`src/rtl/tmb_pkg.sv`:
```
`timescale 1ns / 1ps
// ----------------------------------------------------------------------------
// tmb_pkg
// Shared types and codes for the timer bank: command and result transactions,
// command kinds and status codes.
// ----------------------------------------------------------------------------
package tmb_pkg;

	localparam int unsigned NUM_TIMERS_DEF = 16;
	localparam int unsigned MAX_REPORTS    = 16;
	localparam int unsigned RPT_W          = $clog2(MAX_REPORTS + 1);

	localparam logic [2:0] KIND_SET   = 3'd0;
	localparam logic [2:0] KIND_FREE  = 3'd1;
	localparam logic [2:0] KIND_PAUSE = 3'd2;
	localparam logic [2:0] KIND_CONT  = 3'd3;
	localparam logic [2:0] KIND_RESET = 3'd4;
	localparam logic [2:0] KIND_TICK  = 3'd5;

	localparam logic [1:0] STS_OK    = 2'd0;
	localparam logic [1:0] STS_NO_ID = 2'd1;
	localparam logic [1:0] STS_FULL  = 2'd2;

	typedef struct packed {
		logic [2:0]  kind;
		logic [15:0] target_id;
		logic [31:0] period_ms;
		logic        repeat_req;
	} cmd_t;

	typedef struct packed {
		logic [1:0]  status;
		logic [15:0] timer_id_res;
		logic        expired;
		logic        last;
	} res_t;

endpackage

```
`src/rtl/tmb_ram.sv`:
```
`timescale 1ns / 1ps
// ----------------------------------------------------------------------------
// tmb_ram
// Simple dual-port RAM: one write port, one read port with registered data.
// ----------------------------------------------------------------------------
module tmb_ram #(
	parameter int unsigned WIDTH = 8,
	parameter int unsigned DEPTH = 16,
	localparam int unsigned AW = (DEPTH > 1) ? $clog2(DEPTH) : 1
) (
	input  logic             clk,
	input  logic             wr_en,
	input  logic [AW-1:0]    wr_addr,
	input  logic [WIDTH-1:0] wr_data,
	input  logic [AW-1:0]    rd_addr,
	output logic [WIDTH-1:0] rd_data
);

	logic [WIDTH-1:0] mem [DEPTH];

	always_ff @(posedge clk) begin
		if (wr_en) begin
			mem[wr_addr] <= wr_data;
		end
		rd_data <= mem[rd_addr];
	end

endmodule

```
`src/rtl/timer_bank_with_pause.sv`:
```
`timescale 1ns / 1ps
// ----------------------------------------------------------------------------
// timer_bank_with_pause
// Bank of millisecond timer slots with set, free, pause, continue, reset and
// tick commands; expiries reported in slot order.
// ----------------------------------------------------------------------------
// Every accepted transaction of kinds 0 to 5 walks all NUM_TIMERS slots through the
// slot RAM, one slot per cycle on its single read port while no earlier result blocks
// the walk, and the bank is ready again once the scan and the flush are done; the
// result side can hold the bank while an earlier result still waits in the output
// register.
// Commands give one result; a tick gives one result per expiry (at most
// MAX_REPORTS, lowest slots first) with last set on the final one, and none
// if nothing expired. Kinds 6 and 7 are dropped without a scan or a result. Used and
// running flags sit in flip-flops cleared by reset, so no clearing pass is
// needed. The next command is accepted while a result still waits to be taken.
module timer_bank_with_pause #(
	parameter int unsigned NUM_TIMERS = tmb_pkg::NUM_TIMERS_DEF
) (
	input  logic          clk,
	input  logic          arst_n,
	input  logic          cmd_valid,
	output logic          cmd_stall,
	input  tmb_pkg::cmd_t cmd,
	output logic          res_valid,
	input  logic          res_stall,
	output tmb_pkg::res_t res
);

	localparam int unsigned IW = (NUM_TIMERS > 1) ? $clog2(NUM_TIMERS) : 1;
	localparam int unsigned CW = $clog2(NUM_TIMERS + 1);

	typedef struct packed {
		logic        rpt;
		logic [31:0] period;
		logic [31:0] remaining;
		logic [15:0] ident;
	} slot_t;

	typedef enum logic [1:0] {
		ST_IDLE,
		ST_SCAN,
		ST_FLUSH
	} state_t;

	state_t                   state_q;
	tmb_pkg::cmd_t            cmd_q;
	logic [CW-1:0]            idx_q;
	logic                     ev_v_s1;
	logic [IW-1:0]            ev_idx_s1;
	logic [NUM_TIMERS-1:0]    used_q;
	logic [NUM_TIMERS-1:0]    running_q;
	logic [15:0]              next_q;
	logic [tmb_pkg::RPT_W-1:0] n_q;
	logic                     done_q;
	logic                     pend_v_q;
	tmb_pkg::res_t            pend_q;
	logic                     res_valid_q;
	tmb_pkg::res_t            res_q;

	slot_t         rd_slot;
	slot_t         wr_slot;
	logic          wr_en;
	logic [IW-1:0] rd_addr;

	logic          is_tick;
	logic          ev_active;
	logic          live;
	logic [31:0]   rem_dec;
	logic          hit;
	logic          take;
	logic          produce;
	logic          blocked;
	logic          res_free;
	logic [15:0]   next_inc;
	tmb_pkg::res_t new_res;
	tmb_pkg::res_t final_res;
	logic          final_v;
	logic          res_load;
	tmb_pkg::res_t res_load_d;

	assign cmd_stall = (state_q != ST_IDLE);
	assign res_valid = res_valid_q;
	assign res       = res_q;

	assign res_free  = !res_valid_q || !res_stall;
	assign is_tick   = (cmd_q.kind == tmb_pkg::KIND_TICK);
	assign ev_active = (state_q == ST_SCAN) && ev_v_s1;
	assign next_inc  = next_q + 16'd1;

	always_comb begin
		live    = used_q[ev_idx_s1] && running_q[ev_idx_s1];
		rem_dec = (rd_slot.remaining != 32'd0) ? rd_slot.remaining - 32'd1 : 32'd0;
		hit     = live && (rem_dec == 32'd0);
		if (cmd_q.kind == tmb_pkg::KIND_SET) begin
			take = !done_q && !used_q[ev_idx_s1];
		end else begin
			take = !done_q && used_q[ev_idx_s1] && (rd_slot.ident == cmd_q.target_id);
		end
		if (is_tick) begin
			produce = ev_active && hit && (n_q < tmb_pkg::RPT_W'(tmb_pkg::MAX_REPORTS));
		end else begin
			produce = ev_active && take;
		end
		// a second report needs the pending one moved out first
		blocked = produce && pend_v_q && !res_free;

		new_res.status       = tmb_pkg::STS_OK;
		new_res.expired      = is_tick;
		new_res.last         = 1'b0;
		if (is_tick) begin
			new_res.timer_id_res = rd_slot.ident;
		end else if (cmd_q.kind == tmb_pkg::KIND_SET) begin
			new_res.timer_id_res = next_inc;
		end else begin
			new_res.timer_id_res = cmd_q.target_id;
		end

		wr_slot = rd_slot;
		wr_en   = 1'b0;
		if (ev_active && !blocked) begin
			if (is_tick) begin
				wr_en             = live;
				wr_slot.remaining = (hit && rd_slot.rpt) ? rd_slot.period : rem_dec;
			end else if (take && cmd_q.kind == tmb_pkg::KIND_SET) begin
				wr_en             = 1'b1;
				wr_slot.rpt       = cmd_q.repeat_req;
				wr_slot.period    = cmd_q.period_ms;
				wr_slot.remaining = cmd_q.period_ms;
				wr_slot.ident     = next_inc;
			end else if (take && cmd_q.kind == tmb_pkg::KIND_RESET) begin
				wr_en             = 1'b1;
				wr_slot.period    = cmd_q.period_ms;
				wr_slot.remaining = cmd_q.period_ms;
			end
		end

		// hold the read on the slot under evaluation while blocked
		rd_addr = blocked ? ev_idx_s1 : idx_q[IW-1:0];

		final_v = pend_v_q || !is_tick;
		if (pend_v_q) begin
			final_res      = pend_q;
			final_res.last = 1'b1;
		end else begin
			final_res.status       = (cmd_q.kind == tmb_pkg::KIND_SET) ?
				tmb_pkg::STS_FULL : tmb_pkg::STS_NO_ID;
			final_res.timer_id_res = (cmd_q.kind == tmb_pkg::KIND_SET) ?
				16'd0 : cmd_q.target_id;
			final_res.expired      = 1'b0;
			final_res.last         = 1'b1;
		end

		// output register load: an earlier report during the scan, the final one at flush
		res_load   = 1'b0;
		res_load_d = pend_q;
		if (ev_active && !blocked && produce && pend_v_q) begin
			res_load = 1'b1;
		end else if (state_q == ST_FLUSH && final_v && res_free) begin
			res_load   = 1'b1;
			res_load_d = final_res;
		end
	end

	tmb_ram #(
		.WIDTH ($bits(slot_t)),
		.DEPTH (NUM_TIMERS)
	) u_slot_ram (
		.clk     (clk),
		.wr_en   (wr_en),
		.wr_addr (ev_idx_s1),
		.wr_data (wr_slot),
		.rd_addr (rd_addr),
		.rd_data (rd_slot)
	);

	always_ff @(posedge clk or negedge arst_n) begin
		if (!arst_n) begin
			state_q     <= ST_IDLE;
			cmd_q       <= '0;
			idx_q       <= '0;
			ev_v_s1     <= 1'b0;
			ev_idx_s1   <= '0;
			used_q      <= '0;
			running_q   <= '0;
			next_q      <= '0;
			n_q         <= '0;
			done_q      <= 1'b0;
			pend_v_q    <= 1'b0;
			pend_q      <= '0;
			res_valid_q <= 1'b0;
			res_q       <= '0;
		end else begin
			if (res_load) begin
				res_q       <= res_load_d;
				res_valid_q <= 1'b1;
			end else if (res_valid_q && !res_stall) begin
				res_valid_q <= 1'b0;
			end
			unique case (state_q)
				ST_IDLE: begin
					if (cmd_valid) begin
						cmd_q    <= cmd;
						idx_q    <= '0;
						ev_v_s1  <= 1'b0;
						n_q      <= '0;
						done_q   <= 1'b0;
						pend_v_q <= 1'b0;
						if (cmd.kind <= tmb_pkg::KIND_TICK) begin
							state_q <= ST_SCAN;
						end
					end
				end
				ST_SCAN: begin
					if (!blocked) begin
						if (ev_active) begin
							if (is_tick) begin
								if (hit && !rd_slot.rpt) begin
									used_q[ev_idx_s1]    <= 1'b0;
									running_q[ev_idx_s1] <= 1'b0;
								end
							end else if (take) begin
								case (cmd_q.kind)
									tmb_pkg::KIND_SET: begin
										used_q[ev_idx_s1]    <= 1'b1;
										running_q[ev_idx_s1] <= 1'b1;
										next_q               <= next_inc;
									end
									tmb_pkg::KIND_FREE: begin
										used_q[ev_idx_s1]    <= 1'b0;
										running_q[ev_idx_s1] <= 1'b0;
									end
									tmb_pkg::KIND_PAUSE: running_q[ev_idx_s1] <= 1'b0;
									tmb_pkg::KIND_CONT:  running_q[ev_idx_s1] <= 1'b1;
									default: ;
								endcase
							end
							if (produce) begin
								pend_q   <= new_res;
								pend_v_q <= 1'b1;
								done_q   <= 1'b1;
								n_q      <= n_q + tmb_pkg::RPT_W'(1);
							end
						end
						if (idx_q != CW'(NUM_TIMERS)) begin
							ev_v_s1   <= 1'b1;
							ev_idx_s1 <= idx_q[IW-1:0];
							idx_q     <= idx_q + CW'(1);
						end else begin
							ev_v_s1 <= 1'b0;
							if (!ev_v_s1) begin
								state_q <= ST_FLUSH;
							end
						end
					end
				end
				ST_FLUSH: begin
					if (!final_v) begin
						state_q <= ST_IDLE;
					end else if (res_free) begin
						pend_v_q <= 1'b0;
						state_q  <= ST_IDLE;
					end
				end
				default: state_q <= ST_IDLE;
			endcase
		end
	end

endmodule

```
`config.mk`:
```
export PLATFORM = sky130hd
export DESIGN_NAME = timer_bank_with_pause
export DESIGN_NICKNAME = d
export VERILOG_FILES = /design/src/rtl/tmb_pkg.sv /design/src/rtl/tmb_ram.sv /design/src/rtl/timer_bank_with_pause.sv
export SDC_FILE = /design/constraint.sdc
export NUM_CORES = 2
export LEC_CHECK = 0
export BUFFER_PORTS_ARGS = -buffer_cell sky130_fd_sc_hd__buf_2
export CAP_MARGIN = 0
export CORE_ASPECT_RATIO = 0.9
export CORE_MARGIN = 2
export CORE_UTILIZATION = 45
export DETAILED_ROUTE_END_ITERATION = 6
export PLACE_DENSITY = 0.63
export SYNTH_ARGS = -nofsm -noshare
export SYNTH_HDL_FRONTEND = slang
export SYNTH_SLANG_ARGS = --single-unit
```
`constraint.sdc`:
```
create_clock -name clk -period 7.69 [get_ports clk]
set_input_delay 0.769 -clock clk [delete_from_list [all_inputs] [get_ports clk]]
set_output_delay 0.769 -clock clk [all_outputs]
set_load 0.02 [all_outputs]
```
==> metrics.md <==
| Metric | Value |
|---|---|
| Avg Cell Area, Syn | `16.46 µm²` |
| Max Slew Vio Count | `0` |
| Reg clk slew, reported paths | `60 ps` |
| Sequential Area | `44470 µm²` |
| Slew headroom | `0.1883` |
| Status | `finished, violations left` |
| I/O Buffers | `77` |
| Largest net degree at the start of global routing | `112` |
| Overall Power | `27.25 mW` |
| Register-to-register setup slack | `1660 ps` |
| Synthesis Warnings | `0` |
| Most common library cells after synthesis | `1296 x edfxtp_1, 650 x mux2i_1, 324 x o22ai_1` |
| Multi-input logic area | `15270 µm²` |
| Register area share after synthesis | `0.7296` |
| Global-route total usage across every layer | `0.2247` |
| Routed len/inst | `26.94 µm` |
| Clock sink total | `1534` |
| # DRC | `8` |
| Cts hold-fix bufs | `0` |
| Worst reg2reg path depth | `12` |
| Layout cells sized above 1 | `0.1499` |
| Top-area cell type share of the netlist area | `0.6385` |
| Critical path class | `reg2reg` |
| Crit end category | `register` |
| Final Hold Fails | `0` |
| Top cells by area, synth | `edfxtp_1 64%, mux2i_1 11%, dfrtp_1 6.4%` |
| Die height | `approximately 350 µm` |
| H-Tree Depth | `4` |
| Cts bufs inserted | `155` |
| Worst setup path start | `u_slot_ram.rd_data[31]` |
| Vias/cell | `5.851` |
| 1st-iter DRT viols | `roughly 3600` |
| RSZ-0062 raised after global routing | `false` |
| Setup_tns | `0 ps` |
| Fill cell count | `11040` |
| Synth Flop Type | `edfxtp_1` |
| FFs w/ async S/R, synth | `0.1023` |
| Top-count cell post-synth | `edfxtp_1` |
| Die Area | `138400 µm²` |
| Yosys reg bits | `1534` |
| I/O pins | `78` |
| Initial antenna violation count | `2` |
| # Post-CTS Setup Buffers | `0` |
| Pwr dens | `395.8 nW/µm²` |
| VDD IR-drop max | `0.0002899 V` |
| Area grow syn2layout | `12.97%` |
| Final WL | `156400 µm` |
| First-pass GRT wire length | `228800 µm` |
| CTS root buf | `clkbuf_16` |
| Number of synthesized flops with an enable pin | `1296` |
| Gr ovfl total | `0` |
| Final setup violation count | `0` |
| Post-CTS sizing | `0` |
| Synthesized Nets | `3765` |
| Clock Latency Late Sink | `790 ps` |
| Synthesized cell area | `60950 µm²` |
| FF-to-FF Start | `u_slot_ram.rd_data[31]` |
| Clk buf depth | `3` |
| Post-synthesis cell type count | `slightly above 70` |
| Min Tclk post-route | `6031 ps` |
| P_leak | `about 25 nW` |
| Data required, critical path | `8350 ps` |
| Cells after Synth | `3704` |
| Core ar. | `134800 µm²` |
| Crit share post-route | `0.7842` |
| RR Endpoint | `u_slot_ram.rd_data[79]` |
| Nets | `3915` |
| FMAX | `165.8 MHz` |
| Worst-margin pin slew | `1209 ps` |
| Std-Cell Rows | `128` |
| Dpl hpwl | `84570 µm` |
| RD Place Congestion | `around 0.81` |
| Clock Skews | `a little under 30 ps` |
| Failing checks | `DRC` |
| Via Count | `around 34000` |
| Yosys top cell by area | `edfxtp_1` |
| Antenna viol nets, final | `0` |
| Die W | `just under 400 µm` |
| Initial Util | `0.4520` |
| Hold WC Path Type | `in2async` |
| Vias in the first global route | `33530` |
| CP Max Fanout | `71` |
| DR pass1 iterations | `7` |
| Crit path launch type | `register` |
| Crit path DAT | `~6700 ps` |
| Max Cap Viol | `0` |
| CTS tree | `done` |
kinds of logic after synthesis:
logic type / share of synthesized area
AO/OA/AOI/OAI: 0.05853
XOR/XNOR: 0.01006
adder cells (fa/ha/maj): 0.001026
buffers and inverters: 0.02330
flip-flops: 0.7296
multiplexers: 0.1326
AND/OR/NAND/NOR: 0.04492
where the power goes:
group / switching [mW] / leakage (nW) / internal (mW) / total (mW)
logic: 4.89 / 8.48 / 2.77 / 7.67
registers: 0.961 / 14.4 / 11.2 / 12.2
clock network: 3.12 / 2.41 / 4.26 / 7.38
layout make-up:
class / instances / share of cell area
Antenna cell: 1 / 0.00003634
Clock buffer: 235 / 0.06423
Clock inverter: 51 / 0.008268
Inverter: 18 / 0.0009812
Multi-Input combinational cell: 1943 / 0.2218
Sequential cell: 1534 / 0.6458
Tap cell: 1820 / 0.03307
Timing Repair Buffer: 202 / 0.02586
stage by stage:
step | cell area (µm²) | hold WS, ps | utilization | setup WS [ps] | instances
2_1_floorplan | 60950 | 446.7 | - | 617.0 | 3704
3_3_place_gp | 63860 | 459.4 | 0.4736 | 1849 | 5517
3_5_place_dp | 63860 | 466.0 | 0.4736 | 1787 | 5517
4_1_cts | 68860 | 39.12 | 0.5106 | 1766 | 5803
5_1_grt | 68860 | 70.86 | 0.5106 | 1503 | 5803
6_report | 68860 | 22.28 | 0.5106 | 1659 | 5804
worst max-delay path by stage:
stage | depth (start not counted) | slack, ps | endpoint
CTS | 12 | 1770 | u_slot_ram.rd_data[80]
global placement | 12 | 1850 | u_slot_ram.rd_data[80]
global route | 12 | 1500 | u_slot_ram.rd_data[71]
finish | 12 | 1660 | u_slot_ram.rd_data[79]
floorplan | 12 | 620 | u_slot_ram.mem[11][0]
detailed placement | 12 | 1790 | u_slot_ram.rd_data[80]
sequential cells by signal, summed over array words and instances (netlist names), named ones only:
register / cells
state_q: 2
pend_v_q: 1
cmd_q: 52
res: 20
res_valid: 1
n_q: 5
idx_q: 5
u_slot_ram.rd_data: 81
ev_v_s1: 1
ev_idx_s1: 4
pend_q: 17
u_slot_ram.mem: 1296
next_q: 16
done_q: 1
placed cells by master, fill, tap and decap left out, types with 89 or more instances in the layout:
| master | instances |
|---|---|
| dfrtp_1 | 157 |
| buf_4 | 89 |
| mux2i_1 | 650 |
| o22ai_1 | 324 |
| edfxtp_1 | 1296 |
| nor2_1 | 99 |
| mux2_2 | 118 |
| o21ai_0 | 89 |
| nand2_1 | 157 |
| clkbuf_16 | 158 |
metal layers:
| metal | part of all wire | track usage | up-vias |
|---|---|---|---|
| li1 | - | - | 14910 |
| met1 | 0.43 | 0.3179 | 17530 |
| met2 | 0.47 | 0.3572 | 1262 |
| met3 | 0.068 | 0.03895 | 257 |
| met4 | 0.023 | 0.06631 | 4 |
| met5 | 0.00013 | 0 | - |
critical path, cell delays in order (launching register included):
cell and delay (ps):
dfxtp_1 430, nor4_1 860, nand3_1 460, nor4_1 440, xnor2_1 330, or3b_1 480
or4_1 580, a31oi_4 380, buf_12 470, buf_4 470, mux2i_1 240, o22ai_1 100
or4_1 560
(Power assumes the default switching activity.)
